**src/hw/rtl/shtbl_pkg.sv**
```systemverilog
// Shared types and constants for the sorted hash table lookup block.
package shtbl_pkg;

	localparam int KEY_W   = 128;
	localparam int HALF_W  = 64;
	localparam int INDEX_W = 40;
	localparam int REQ_W   = 2;

	// Request kinds carried on the input tuser
	typedef enum logic [REQ_W-1:0] {
		REQ_LOAD       = 2'd0,
		REQ_QUERY      = 2'd1,
		REQ_NEW_CHUNK  = 2'd2,
		REQ_NEW_SOURCE = 2'd3
	} req_t;

	// One classified command waiting between front and back
	typedef struct packed {
		req_t              req;
		logic [KEY_W-1:0]  key;
	} cmd_t;

	// Back end sequencer states
	typedef enum logic [2:0] {
		ST_IDLE,
		ST_PROBE,
		ST_CMP,
		ST_FINAL,
		ST_RESULT
	} bk_state_t;

endpackage

```
**src/hw/rtl/shtbl_front.sv**
```systemverilog
// Front end: accepts request beats, classifies them and queues them for the back end.
module shtbl_front (
	input  logic                       clk,
	input  logic                       arst_n,
	input  logic                       s_tvalid,
	output logic                       s_tready,
	input  logic [shtbl_pkg::KEY_W-1:0] s_tdata,
	input  logic [shtbl_pkg::REQ_W-1:0] s_tuser,
	output logic                       cmd_valid,
	output shtbl_pkg::cmd_t            cmd,
	input  logic                       cmd_ready
);
	import shtbl_pkg::*;

	cmd_t        queue_q [2];
	logic        wr_ptr_q;
	logic        rd_ptr_q;
	logic [1:0]  fill_q;
	logic        push;
	logic        pop;
	cmd_t        in_cmd;

	// Classify the incoming beat; key bytes 0..7 sit in the upper half
	always_comb begin
		in_cmd.req = req_t'(s_tuser);
		in_cmd.key = {s_tdata[HALF_W-1:0], s_tdata[KEY_W-1:HALF_W]};
	end

	assign s_tready  = (fill_q != 2'd2);
	assign push      = s_tvalid && s_tready;
	assign cmd_valid = (fill_q != 2'd0);
	assign pop       = cmd_valid && cmd_ready;
	assign cmd       = queue_q[rd_ptr_q];

	// Advance pointers and fill level
	always_ff @(posedge clk or negedge arst_n) begin
		if (!arst_n) begin
			wr_ptr_q <= 1'b0;
			rd_ptr_q <= 1'b0;
			fill_q   <= 2'd0;
		end else begin
			if (push) begin
				wr_ptr_q <= ~wr_ptr_q;
			end
			if (pop) begin
				rd_ptr_q <= ~rd_ptr_q;
			end
			if (push && !pop) begin
				fill_q <= fill_q + 2'd1;
			end else if (pop && !push) begin
				fill_q <= fill_q - 2'd1;
			end
		end
	end

	// Store the queued command
	always_ff @(posedge clk) begin
		if (push) begin
			queue_q[wr_ptr_q] <= in_cmd;
		end
	end

endmodule

```
**config.mk**
```make
export PLATFORM = sky130hd
export DESIGN_NAME = shtbl_front
export DESIGN_NICKNAME = d
export VERILOG_FILES = /design/src/hw/rtl/shtbl_pkg.sv /design/src/hw/rtl/shtbl_front.sv
export SDC_FILE = /design/constraint.sdc
export NUM_CORES = 1
export LEC_CHECK = 0
export BUFFER_PORTS_ARGS = -buffer_cell sky130_fd_sc_hd__buf_2
export CORE_UTILIZATION = 47
export CTS_CLUSTER_DIAMETER = 200
export DETAILED_ROUTE_END_ITERATION = 6
export MAX_ROUTING_LAYER = met4
export PLACE_DENSITY = 0.75
export RECOVER_POWER = 25
export SYNTH_ARGS = -nofsm -noshare
export SYNTH_HDL_FRONTEND = slang
export SYNTH_SLANG_ARGS = --single-unit
```
**constraint.sdc**
```tcl
create_clock -name clk -period 7.1 [get_ports clk]
set_input_delay 0.71 -clock clk [delete_from_list [all_inputs] [get_ports clk]]
set_output_delay 0.71 -clock clk [all_outputs]
set_load 0.05 [all_outputs]
```
; After elaboration in Yosys (flattened, before gate mapping)
; Memory sizes are Yosys's and may differ from the RTL's.
; Cells that the tools add are included.
[totals]
reg_bits = 4
ramBits = 260
input_bits = 134
mem_count = 1
[op_classes]
addsub = 2
n_eq_ne = 1
n_mux = 4
bitwise_logic = 2
reduce_logical = 8
[memory_table]
columns = memory, depth, width, rd, rd_ports_with_merged_regs, write_ports, line
row1 = queue_q, 2, 130, 1, 0, 1, shtbl_front.sv:15  ; cmd_t queue_q [2];
[op_table]
columns = operator, n
row1 = 1-bit logical AND, 4
row2 = 2-bit 2-to-1 mux, 2
row3 = 2-bit nonzero test, 2
row4 = "2-bit by 1-bit adder with 2-bit output, second input constant", 1
row5 = 1-bit logical NOT, 2
row6 = 1-bit 2-to-1 mux, 2
row7 = "2-bit inequality test, second input constant", 1
row8 = 1-bit NOT, 2
row9 = "2-bit by 1-bit subtractor with 2-bit output, second input constant", 1

; Longest topological paths before layout
; Gate-level depths: netlist of the first run.
[depth]
ltp_word = 6
depth_mapped = 7
mapped_depth_nobuf = 7

; Worst setup path after synthesis of the first run
; Ideal clock, no wire load.
[synth_timing]
kind = reg2reg
from = register fill_q[0]
to = memory queue_q[0][0] (netlist name) (enable)
t_arrival_ns = 6.472
t_required_ns = 6.479
setup_slack_ns = 0.007
path_stages_with_launch = 4
n_path_buf = 0
path_cell_list = dfrtp_1 -> nand2b_1 -> nand2_1 -> nor2_1
[synth_via]
elab_chain_len = 4
[synth_rtl]
columns = item, line
row1 = "start, declared", shtbl_front.sv:18  ; logic [1:0] fill_q;
row2 = "start signal, assigned", shtbl_front.sv:49  ; fill_q <= fill_q + 2'd1;
row3 = "start signal, assigned", shtbl_front.sv:51  ; fill_q <= fill_q - 2'd1;
row4 = 2-bit inequality test, shtbl_front.sv:29  ; assign s_tready = (fill_q != 2'd2);
row5 = named net s_tready, shtbl_front.sv:6  ; output logic s_tready,
row6 = 1-bit logical AND, shtbl_front.sv:30  ; assign push = s_tvalid && s_tready;
row7 = 1-bit 2-to-1 mux, shtbl_front.sv:58  ; if (push) begin
row8 = 1-bit 2-to-1 mux (implied by the code), shtbl_front.sv:59  ; queue_q[wr_ptr_q] <= in_cmd;
row9 = "end, declared", shtbl_front.sv:15
; The timed path passes the listed nets, and every way through them passes these cells.

==> results of run 1 <==
repair_timing:
item	in CTS	in global routing
hold buffers	1	0
endpoints found under the hold margin	4	0
resized for setup	0	0
worst max path at each step:
| stage | cells past startpoint | to | slack [ns] | start |
|---|---|---|---|---|
| after floorplan | 3 | queue_q[0][0] | 0.007 | fill_q[0] |
| after global placement | 3 | cmd[122] | 3.88 | rd_ptr_q |
| after detailed placement | 3 | cmd[125] | 3.82 | rd_ptr_q |
| after CTS | 3 | cmd[125] | 3.25 | rd_ptr_q |
| after global routing | 3 | cmd[1] | 3.14 | rd_ptr_q |
| final | 3 | cmd[18] | 3.31 | rd_ptr_q |
cell families after synthesis:
family	count (synthesis)
multiplexers	130
XOR/XNOR	5
buffers and inverters	16
AND/OR/NAND/NOR	7
adder cells (fa/ha/maj)	1
flip-flops	264
routing by layer:
metal / vias to the layer above / share of wire (%)
li1: 2258 / -
met1: 2373 / 39
met2: 202 / 51
met3: 29 / 8.3
met4: 0 / 2.0
met5: - / 0
layout make-up:
class | count | area (µm²) | share of cell area (%)
diodes | 3 | 7.51 | 0.0611
clock buffers | 40 | 754 | 6.14
clock inverters | 8 | 35.0 | 0.285
inverters | 1 | 3.75 | 0.0305
multi-input cells | 143 | 1900 | 15.5
flip-flops and latches | 264 | 7910 | 64.3
well taps | 270 | 338 | 2.75
repair buffers | 271 | 1340 | 10.9
report_power, final:
part           switching (W)  total [W]  internal, W
clock               0.000526    0.00125     0.000727
sequential          0.000176    0.00231      0.00214
combinational        0.00176    0.00254     0.000784
total                0.00246    0.00611      0.00365
layout by cell type, fill, tap and decap left out:
| cell type | n |
|---|---|
| and3_4 | 1 |
| buf_2 | 240 |
| buf_4 | 5 |
| clkbuf_1 | 35 |
| clkbuf_16 | 27 |
| clkbuf_8 | 3 |
| clkinv_1 | 4 |
| clkinv_2 | 4 |
| dfrtp_1 | 3 |
| dfrtp_4 | 1 |
| diode_2 | 3 |
| dlygate4sd3_1 | 1 |
| edfxtp_1 | 260 |
| ha_1 | 1 |
| inv_1 | 1 |
| mux2_2 | 40 |
| mux2_4 | 90 |
| nand2_1 | 2 |
| nand2b_1 | 1 |
| nor2_1 | 1 |
| nor2_4 | 1 |
| or2_2 | 1 |
| xnor2_1 | 3 |
| xor2_1 | 2 |
worst max-delay path, stage by stage (launching register included):
cell     delay [ns]
dfrtp_4        1.12
buf_4          0.73
mux2_2         0.41
buf_2          0.21
cell usage after synthesis:
| library cell | instances |
|---|---|
| and3_1 | 1 |
| buf_2 | 4 |
| buf_6 | 10 |
| buf_8 | 1 |
| dfrtp_1 | 4 |
| edfxtp_1 | 260 |
| ha_1 | 1 |
| inv_1 | 1 |
| mux2_2 | 40 |
| mux2_4 | 90 |
| nand2_1 | 2 |
| nand2b_1 | 1 |
| nor2_1 | 2 |
| or2_2 | 1 |
| xnor2_1 | 3 |
| xor2_1 | 2 |
flip-flops by register name, summed over array words and instances (netlist names):
register	cells
fill_q	2
rd_ptr_q	1
queue_q	260
wr_ptr_q	1
metrics by stage:
stage / power (W) / cell area [µm²] / setup WS [ns] / hold WS (ns)
floorplan: 0.00450 / 9950 / 0.00675 / 0.414
global placement: 0.00487 / 11500 / 3.88 / 0.472
detailed placement: 0.00492 / 11500 / 3.82 / 0.480
CTS: 0.00618 / 12300 / 3.25 / 0.357
global route: 0.00635 / 12300 / 3.14 / 0.357
finish: 0.00611 / 12300 / 3.31 / 0.379
==> flow_summary.yaml, run 1 <==
synth:
  synth-xor-area-share_pct: 0.440
  synthMuxAreaShare_pct: 18.1
  seq_area_frac_synth_pct: 79.5
  synth_top_family_by_area: "multiplexers"
  synth_top_area_share_pct: 78.5
  synth.avg_cell_area_um2: 23.5
  synth_fp_nets: 558
  synth_cells: 423
  yosysUniqueCellTypes: 16
  syn_area_um2: 9950
  ys_top_cells_by_area: "edfxtp_1, mux2_4, mux2_2, buf_6, dfrtp_1"
  synthSimpleGateAreaFrac_pct: 0.339
  yosysWarnings: 0
  ys_seq_elements: 264
  yosys.area_share.adder_pct: 0.126
  synth_compound_area_share_pct: 0
  synth_area_leader_cell: "edfxtp_1"
route:
  drt_iter0_drc: 207
  ant_nets: 0
  dr_total_vias: 4862
  first_pass_iters: 4
  wl_per_cell_um: 18.0
  vias_per_cell: 4.86
  route.detailed.drc: 0
  wirelength_um: 18000
placement:
  place.gp.congestion: 0.741
  dp_hpwl_um: 11900
  dp.cells: 948
  numPortBuffers: 265
global_routing:
  grt_pass1_vias: 5269
  top_usage_layer: "met2"
  grt_pass1_wl_um: 27200
  overflow: 0
  grtUsageMet3_pct: 4.54
  grt_max_degree: 81
  gr-usage-met1_pct: 18.6
  grt_usage_pct: 16.7
  antenna_found_initial: 3
  grt_util_met2_pct: 29.2
critical_path:
  cp.arrival_ns: 3.08
  cp.required_ns: 6.39
  r2r_start: "fill_q[0]"
  crit_fanout: 61
  reg2reg_depth: 3
  path_class: "flop to output pin"
  setup.worst_path.end_class: "output pin"
  r2r_slack_ns: 4.46
  start_kind: "flop"
  reg2reg_to: "queue_q[1][13]"
floorplan:
  fp.dieArea_um2: 21800
  row_count: 52
  io_pins: 266
  start_util_pct: 48.6
  fp.dieW_um: 148
  fp.dieH_um: 148
  core_area_um2: 20500
timing:
  drv_slew: 0
  fmax_mhz: 264
  finalCriticalPeriod_ns: 3.79
  rsz0062_at_grt: "false"
  min_period_over_period_pct: 53.4
  hold_viol: 0
  maxSlewHeadroom_pct: 27.4
  final-setup-viol-count: 0
  tightest_slew_ns: 1.09
  skew_ns: 0.00978
  tns_ns: 0
finish:
  drive_gt1_share_pct: 56.8
  area_growth_pct: 23.6
  fin_cells: 1000
  fin_nets: 842
  fin_util_pct: 60.0
  fillers: 1511
power:
  ir_drop_v: 0.000463
  power.leakage_nw: 4.80
  power_density_nw_per_um2: 497
clock_tree:
  insertion_delay_ns: 0.52
  htree_num_levels: 1
  cts_setup_buffers: 0
  clock-sinks: 264
  cts_tree: "built"
  path_clk_slew_ns: 0.06
  clockBufferDepth: 3
  numCtsBuffers: 26
  clockRootBuffer: "clkbuf_16"
worst_hold_path:
  worst_hold_path.num_cells: 1
  min_to: "queue_q[1][29]"
  hold_start: "s_tdata[93]"
  hold_class: "primary input to flop"
status:
  status: "complete, no violations"
job:
  drv_cap: 0
No activity file was read; power rests on OpenSTA's default activity.
==> run 2: changes to the inputs <==
--- a/config.mk
+++ b/config.mk
@@ -5,12 +5,13 @@
 export SDC_FILE = /design/constraint.sdc
 export NUM_CORES = 1
 export LEC_CHECK = 0
+export ABC_AREA = 1
 export BUFFER_PORTS_ARGS = -buffer_cell sky130_fd_sc_hd__buf_2
 export CORE_UTILIZATION = 47
 export CTS_CLUSTER_DIAMETER = 200
 export DETAILED_ROUTE_END_ITERATION = 6
 export MAX_ROUTING_LAYER = met4
-export PLACE_DENSITY = 0.75
+export PLACE_DENSITY = 0.76
 export RECOVER_POWER = 25
 export SYNTH_ARGS = -nofsm -noshare
 export SYNTH_HDL_FRONTEND = slang
==> constraint.sdc (replaced) <==
create_clock -name clk -period 3.4 [get_ports clk]
set_input_delay 0.34 -clock clk [delete_from_list [all_inputs] [get_ports clk]]
set_output_delay 0.34 -clock clk [all_outputs]
set_load 0.05 [all_outputs]
==> run 2 against run 1 <==
Against the previous run: register-to-register slack got worse by 3.0 ns; area after synthesis fell by 2.5%; synthesized cell count rose by 67%; wire length rose by 19%; combinational power rose by 140%; sequential share of layout area fell by 4.4 points; power rose by 120%; non-clock buffer count rose by 119; via count rose by 36%; global-route usage rose by 3.9 points; critical path depth rose by 2; cell count rose by 39%; critical path type unchanged; largest cell class unchanged.
==> flow_summary.yaml, run 2 <==
worst_hold_path:
  hold_class: "primary input to flop"
power:
  p_sw_share_pct: 46.1
  p_int_w: 0.00715
  ir_drop_v: 0.000712
  clkPwrFrac_pct: 20.1
  power_density_nw_per_um2: 1010
  power_switching_w: 0.00612
  p_seq_share_pct: 34.9
  power.leakage_nw: 5.58
  total_power_w: 0.0133
  combPwrFrac_pct: 45.0
synth:
  yosysMostFrequentCell: "nand2_1"
  ys_seq_elements: 264
  synth_cells: 708
  synth.avg_cell_area_um2: 13.7
  synth-edff-count: 260
  seq_area_frac_synth_pct: 81.5
  yosysWarnings: 0
  synth_fp_nets: 843
  synthFlopType: "edfxtp_1"
  ys_top_cells_by_count: "nand2_1, edfxtp_1, buf_2"
  synth_top_area_share_pct: 80.5
  synth_area_leader_cell: "edfxtp_1"
  syn_area_um2: 9700
  ys_top_cells_by_area: "edfxtp_1, nand2_1, buf_6, dfrtp_1, buf_2"
  yosysUniqueCellTypes: 14
  synthArstFlopShare_pct: 1.52
finish:
  layout_commonest_cell: "nand2_1"
  fin_nets: 1232
  drive_gt1_share_pct: 24.1
  fin_area_um2: 13200
  reg.largest.list: "queue_q: 260 flops, fill_q: 2 flops"
  area_growth_pct: 35.9
  most-common-layout-cells: "nand2_1, edfxtp_1, buf_2"
  antennaDiodeCount: 0
  fin_util_pct: 65.2
  largest_reg_flops: 260
  regMostFlops: "queue_q"
route:
  drt_iter0_drc: 315
  route.detailed.drc: 0
  wirelength_um: 21400
  ant_nets: 0
  first_pass_iters: 4
  wl_per_cell_um: 15.4
  vias_per_cell: 4.76
  dr_total_vias: 6590
critical_path:
  crit_fanout: 56
  max_stage_delay_ns: 0.49
  setup.worst_path.end_class: "output pin"
  critical_path.cell_chain: "inv_4 -> buf_4 -> nand2_1 -> nand2_1 -> buf_2"
  path_class: "flop to output pin"
  critPathMostFrequentCell: "nand2_1"
  start_kind: "flop"
  cp.arrival_ns: 2.14
  crit_slowest_cell: "dfrtp_4"
  cp.required_ns: 3.06
clock_tree:
  cts_setup_buffers: 0
  clock-sinks: 264
  path_clk_slew_ns: 0.06
  clockRootBuffer: "clkbuf_16"
  cts_tree: "built"
  htree_num_levels: 1
  ctsResizeCount: 0
  insertion_delay_ns: 0.52
  numCtsBuffers: 26
  clockBufferDepth: 3
global_routing:
  overflow: 0
  grt_max_degree: 81
  grt_pass1_vias: 6869
  grt_pass1_wl_um: 33500
  grt_usage_pct: 20.6
  antenna_found_initial: 0
timing:
  min_period_over_period_pct: 72.8
  fmax_mhz: 404
  drv_slew: 0
  hold_viol: 0
  tightest_slew_ns: 0.737
  final-setup-viol-count: 0
  tns_ns: 0
  finalCriticalPeriod_ns: 2.48
  fin_hold_ws_ns: 0.0281
  skew_ns: 0.0229
  rsz0062_at_grt: "false"
  maxSlewHeadroom_pct: 50.8
floorplan:
  row_count: 52
  fp.dieH_um: 146
  io_pins: 266
  start_util_pct: 48.0
  fp.dieArea_um2: 21200
  core_area_um2: 20200
  fp.dieW_um: 146
status:
  status: "complete, no violations"
placement:
  place.gp.congestion: 0.768
  numPortBuffers: 265
  dp_hpwl_um: 12100
  placed_cell_area_um2: 11300
job:
  drv_cap: 0
==> run 2: cell count changes in the layout (fill, tap and decap cells not counted), sizes merged, moves of 2 or more <==
cell         previous run  this run
nand2                   2       400
mux2                  130         0
dlygate4sd3             1       117
buf                   245       229
clkinv                  8        16
clkbuf                 65        72
inv                     1         7
diode                   3         0
bufinv                  0         2
nand3                   0         2
xnor2                   3         1
==> run 2: area by class of cell <==
| class | instances | area [µm²] |
|---|---|---|
| Sequential cell | 264 | 7910 |
| Fill cell | 1427 | 7050 |
| Timing Repair Buffer | 390 | 2540 |
| Multi-Input combinational cell | 408 | 1570 |
| Clock buffer | 28 | 658 |
| Tap cell | 270 | 338 |
| Clock inverter | 18 | 139 |
| Inverter | 7 | 28.8 |
==> run 2: what timing repair did <==
item | CTS | global route
endpoints found under the hold margin | 233 | 0
setup endpoints to repair | 0 | 0
hold buffers | 117 | 0
==> run 2: worst paths after layout <==
| path | from | end | slack, ns | cells past startpoint |
|---|---|---|---|---|
| setup / recovery | rd_ptr_q | cmd[44] | 0.92 | 5 |
| max in group asynchronous | arst_n | rd_ptr_q | 2.95 | 2 |
| min in group asynchronous | arst_n | fill_q[0] | 0.20 | 2 |
| hold / removal | s_tdata[31] | queue_q[1][95] | 0.03 | 1 |
| setup reg to reg | fill_q[0] | queue_q[0][109] | 1.51 | 5 |
| hold reg to reg | fill_q[0] | fill_q[0] | 0.50 | 1 |
==> run 2: kinds of logic (layout without fill, tap and decap cells) <==
group         Yosys count  in the layout  synth area share [%]
xor+xnor                2              2                 0.181
simple gates          405            405                  15.7
buf+inv                36            443                  2.49
fa+ha+maj               1              1                 0.129
flops                 264            264                  81.5
==> run 2: metal layers <==
| metal | global-route usage, % | vias to the layer above | wire length, µm |
|---|---|---|---|
| met2 | 35.9 | 269 | 11000 |
| met5 | - | - | 0 |
| met3 | 4.33 | 56 | 1400 |
| met1 | 23.4 | 3098 | 8360 |
| met4 | 7.16 | 0 | 585 |
| li1 | - | 3167 | - |
==> run 2: worst max-delay path: cells and delay by family, from the launching register on <==
family                 cells  cell delay (ns)
flip-flops                 1             0.49
AND/OR/NAND/NOR            2             0.26
buffers and inverters      3             0.85
==> run 2: power groups by stage <==
| stage | clock network, W | logic, W | registers, W |
|---|---|---|---|
| global route | 0.00285 | 0.00632 | 0.00469 |
| floorplan | 0 | 0.00457 | 0.00468 |
| detailed placement | 0 | 0.00586 | 0.00469 |
| CTS | 0.00273 | 0.00599 | 0.00462 |
| global placement | 0 | 0.00582 | 0.00466 |
| finish | 0.00267 | 0.00597 | 0.00463 |
==> run 2: through the flow <==
step | instances | setup slack [ns]
finish | 1385 | 0.924
global route | 1385 | 0.755
global placement | 1222 | 1.47
CTS | 1385 | 0.901
detailed placement | 1222 | 1.46
floorplan | 708 | 0.102
==> run 3: changes to the inputs <==
--- a/config.mk
+++ b/config.mk
@@ -7,11 +7,11 @@
 export LEC_CHECK = 0
 export ABC_AREA = 1
 export BUFFER_PORTS_ARGS = -buffer_cell sky130_fd_sc_hd__buf_2
-export CORE_UTILIZATION = 47
+export CORE_UTILIZATION = 50
 export CTS_CLUSTER_DIAMETER = 200
 export DETAILED_ROUTE_END_ITERATION = 6
 export MAX_ROUTING_LAYER = met4
-export PLACE_DENSITY = 0.76
+export PLACE_DENSITY = 0.77
 export RECOVER_POWER = 25
 export SYNTH_ARGS = -nofsm -noshare
 export SYNTH_HDL_FRONTEND = slang
==> constraint.sdc (replaced) <==
create_clock -name clk -period 2.31 [get_ports clk]
set_input_delay 0.231 -clock clk [delete_from_list [all_inputs] [get_ports clk]]
set_output_delay 0.231 -clock clk [all_outputs]
set_load 0.05 [all_outputs]
==> run 3 against run 2 <==
Against the previous run: first-iteration DRC count is 0.95% lower; register-to-register slack worse by 0.82 ns; utilization is 6.9 points higher; die area is 5.9% lower; global-route usage is 1.9 points higher; power is 53% higher; cell count is 1.3% higher; non-clock buffer count is 19 higher; via count is 2.0% higher; combinational power is 53% higher.
==> flow_summary.yaml, run 3 (synthesized netlist as in run 2, its figures left out) <==
clock_tree:
  path_clk_slew_ns: 0.06
  cts_setup_buffers: 0
  clockRootBuffer: "clkbuf_16"
  insertion_delay_ns: 0.51
  clockBufferDepth: 3
  cts_tree: "built"
  clock-sinks: 264
  htree_num_levels: 1
  numCtsBuffers: 27
  ctsResizeCount: 0
route:
  first_pass_iters: 5
  drt_iter0_drc: 312
  dr_total_vias: 6723
  vias_per_cell: 4.79
  route.detailed.drc: 0
  wirelength_um: 22300
  ant_nets: 0
  wl_per_cell_um: 15.9
timing:
  fin_hold_ws_ns: 0.0216
  min_period_over_period_pct: 93.4
  hold_viol: 0
  final-setup-viol-count: 0
  rsz0062_at_grt: "false"
  drv_slew: 0
  finalCriticalPeriod_ns: 2.16
  tightest_slew_ns: 0.492
  skew_ns: 0.00694
  maxSlewHeadroom_pct: 67.2
  fmax_mhz: 463
global_routing:
  grt_max_degree: 87
  antenna_found_initial: 5
  grt_usage_pct: 22.5
  grt_pass1_vias: 6885
  overflow: 0
  grt_pass1_wl_um: 33500
critical_path:
  crit_slowest_cell: "dfrtp_4"
  cp.arrival_ns: 1.93
  setup.worst_path.end_class: "output pin"
  critical_path.cell_chain: "inv_4 -> buf_12 -> nand2_1 -> nand2_1 -> buf_2"
  cp.required_ns: 2.08
  start_kind: "flop"
  path_class: "flop to output pin"
  crit_fanout: 67
  max_stage_delay_ns: 0.52
  critPathMostFrequentCell: "nand2_1"
placement:
  place.gp.congestion: 0.732
  dp_hpwl_um: 12400
  numPortBuffers: 265
  placed_cell_area_um2: 11400
power:
  p_seq_share_pct: 33.6
  ir_drop_v: 0.00104
  p_int_w: 0.0112
  power.leakage_nw: 5.74
  power_switching_w: 0.00913
  combPwrFrac_pct: 44.9
  power_density_nw_per_um2: 1490
  p_sw_share_pct: 44.9
  clkPwrFrac_pct: 21.5
finish:
  fin_area_um2: 13600
  drive_gt1_share_pct: 24.4
  most-common-layout-cells: "nand2_1, edfxtp_1, buf_2"
  largest_reg_flops: 260
  regMostFlops: "queue_q"
  layout_commonest_cell: "nand2_1"
  fin_nets: 1252
  reg.largest.list: "queue_q: 260 flops, fill_q: 2 flops"
  area_growth_pct: 40.3
  fin_util_pct: 72.1
floorplan:
  fp.dieW_um: 141
  start_util_pct: 51.4
  fp.dieH_um: 141
  fp.dieArea_um2: 20000
  io_pins: 266
  row_count: 50
  core_area_um2: 18900
worst_hold_path:
  hold_class: "primary input to flop"
job:
  drv_cap: 0
status:
  status: "complete, no violations"
## run 3: cell types whose count changed in the layout (fill, tap and decap cells not counted), moves of 6 or more
cell / change
clkinv_1: -7
dlygate4sd3_1: +15
clkbuf_1: +8
diode_2: +6
buf_12: +9
## run 3: per-stage QoR
stage	setup WS [ns]	instances	power (W)	setup TNS [ns]
floorplan	-0.701	708	0.0137	-179.92
global placement	0.696	1216	0.0157	0
detailed placement	0.681	1216	0.0158	0
CTS	0.152	1397	0.0204	0
global route	0.0670	1402	0.0212	0
finish	0.152	1403	0.0203	0
## run 3: critical path: cells and delay by family (launching register included)
family | cells | cell delay [ns]
flops | 1 | 0.52
buf+inv | 3 | 0.64
simple gates | 2 | 0.22
## run 3: what timing repair did
item                       4_1_cts  5_1_grt
hold buffers                   132        0
hold endpoints to repair       265        0
setup endpoints to repair        0        0
## run 3: power groups by stage
stage | sequential [W] | combinational (W) | clock, W
floorplan | 0.00690 | 0.00676 | 0
global placement | 0.00686 | 0.00883 | 0
detailed placement | 0.00691 | 0.00891 | 0
CTS | 0.00681 | 0.00911 | 0.00444
global route | 0.00692 | 0.00965 | 0.00462
finish | 0.00684 | 0.00912 | 0.00437
## run 3: path summary, 6_finish.rpt
| kind | from | to | slack, ns | depth (start not counted) |
|---|---|---|---|---|
| max in group asynchronous | arst_n | rd_ptr_q | 1.92 | 2 |
| min reg2reg | fill_q[0] | fill_q[0] | 0.52 | 1 |
| max reg2reg | fill_q[1] | queue_q[0][124] | 0.69 | 4 |
| min in group asynchronous | arst_n | fill_q[1] | 0.14 | 2 |
| max | rd_ptr_q | cmd[65] | 0.15 | 5 |
| min | s_tvalid | wr_ptr_q | 0.02 | 3 |
## run 3: cell type report
type / instances / area, µm²
Antenna cell: 6 / 15.0
Clock buffer: 38 / 717
Clock inverter: 11 / 179
Fill cell: 1244 / 5270
Inverter: 7 / 28.8
Multi-Input combinational cell: 408 / 1600
Sequential cell: 264 / 7910
Tap cell: 260 / 325
Timing Repair Buffer: 409 / 2840
## run 3: layer usage
| layer | up-vias | wire length [µm] | global-route usage (%) |
|---|---|---|---|
| met4 | 0 | 739 | 8.81 |
| met1 | 3154 | 8130 | 24.5 |
| li1 | 3216 | - | - |
| met3 | 57 | 1890 | 5.53 |
| met2 | 296 | 11600 | 39.6 |
| met5 | - | 0 | - |
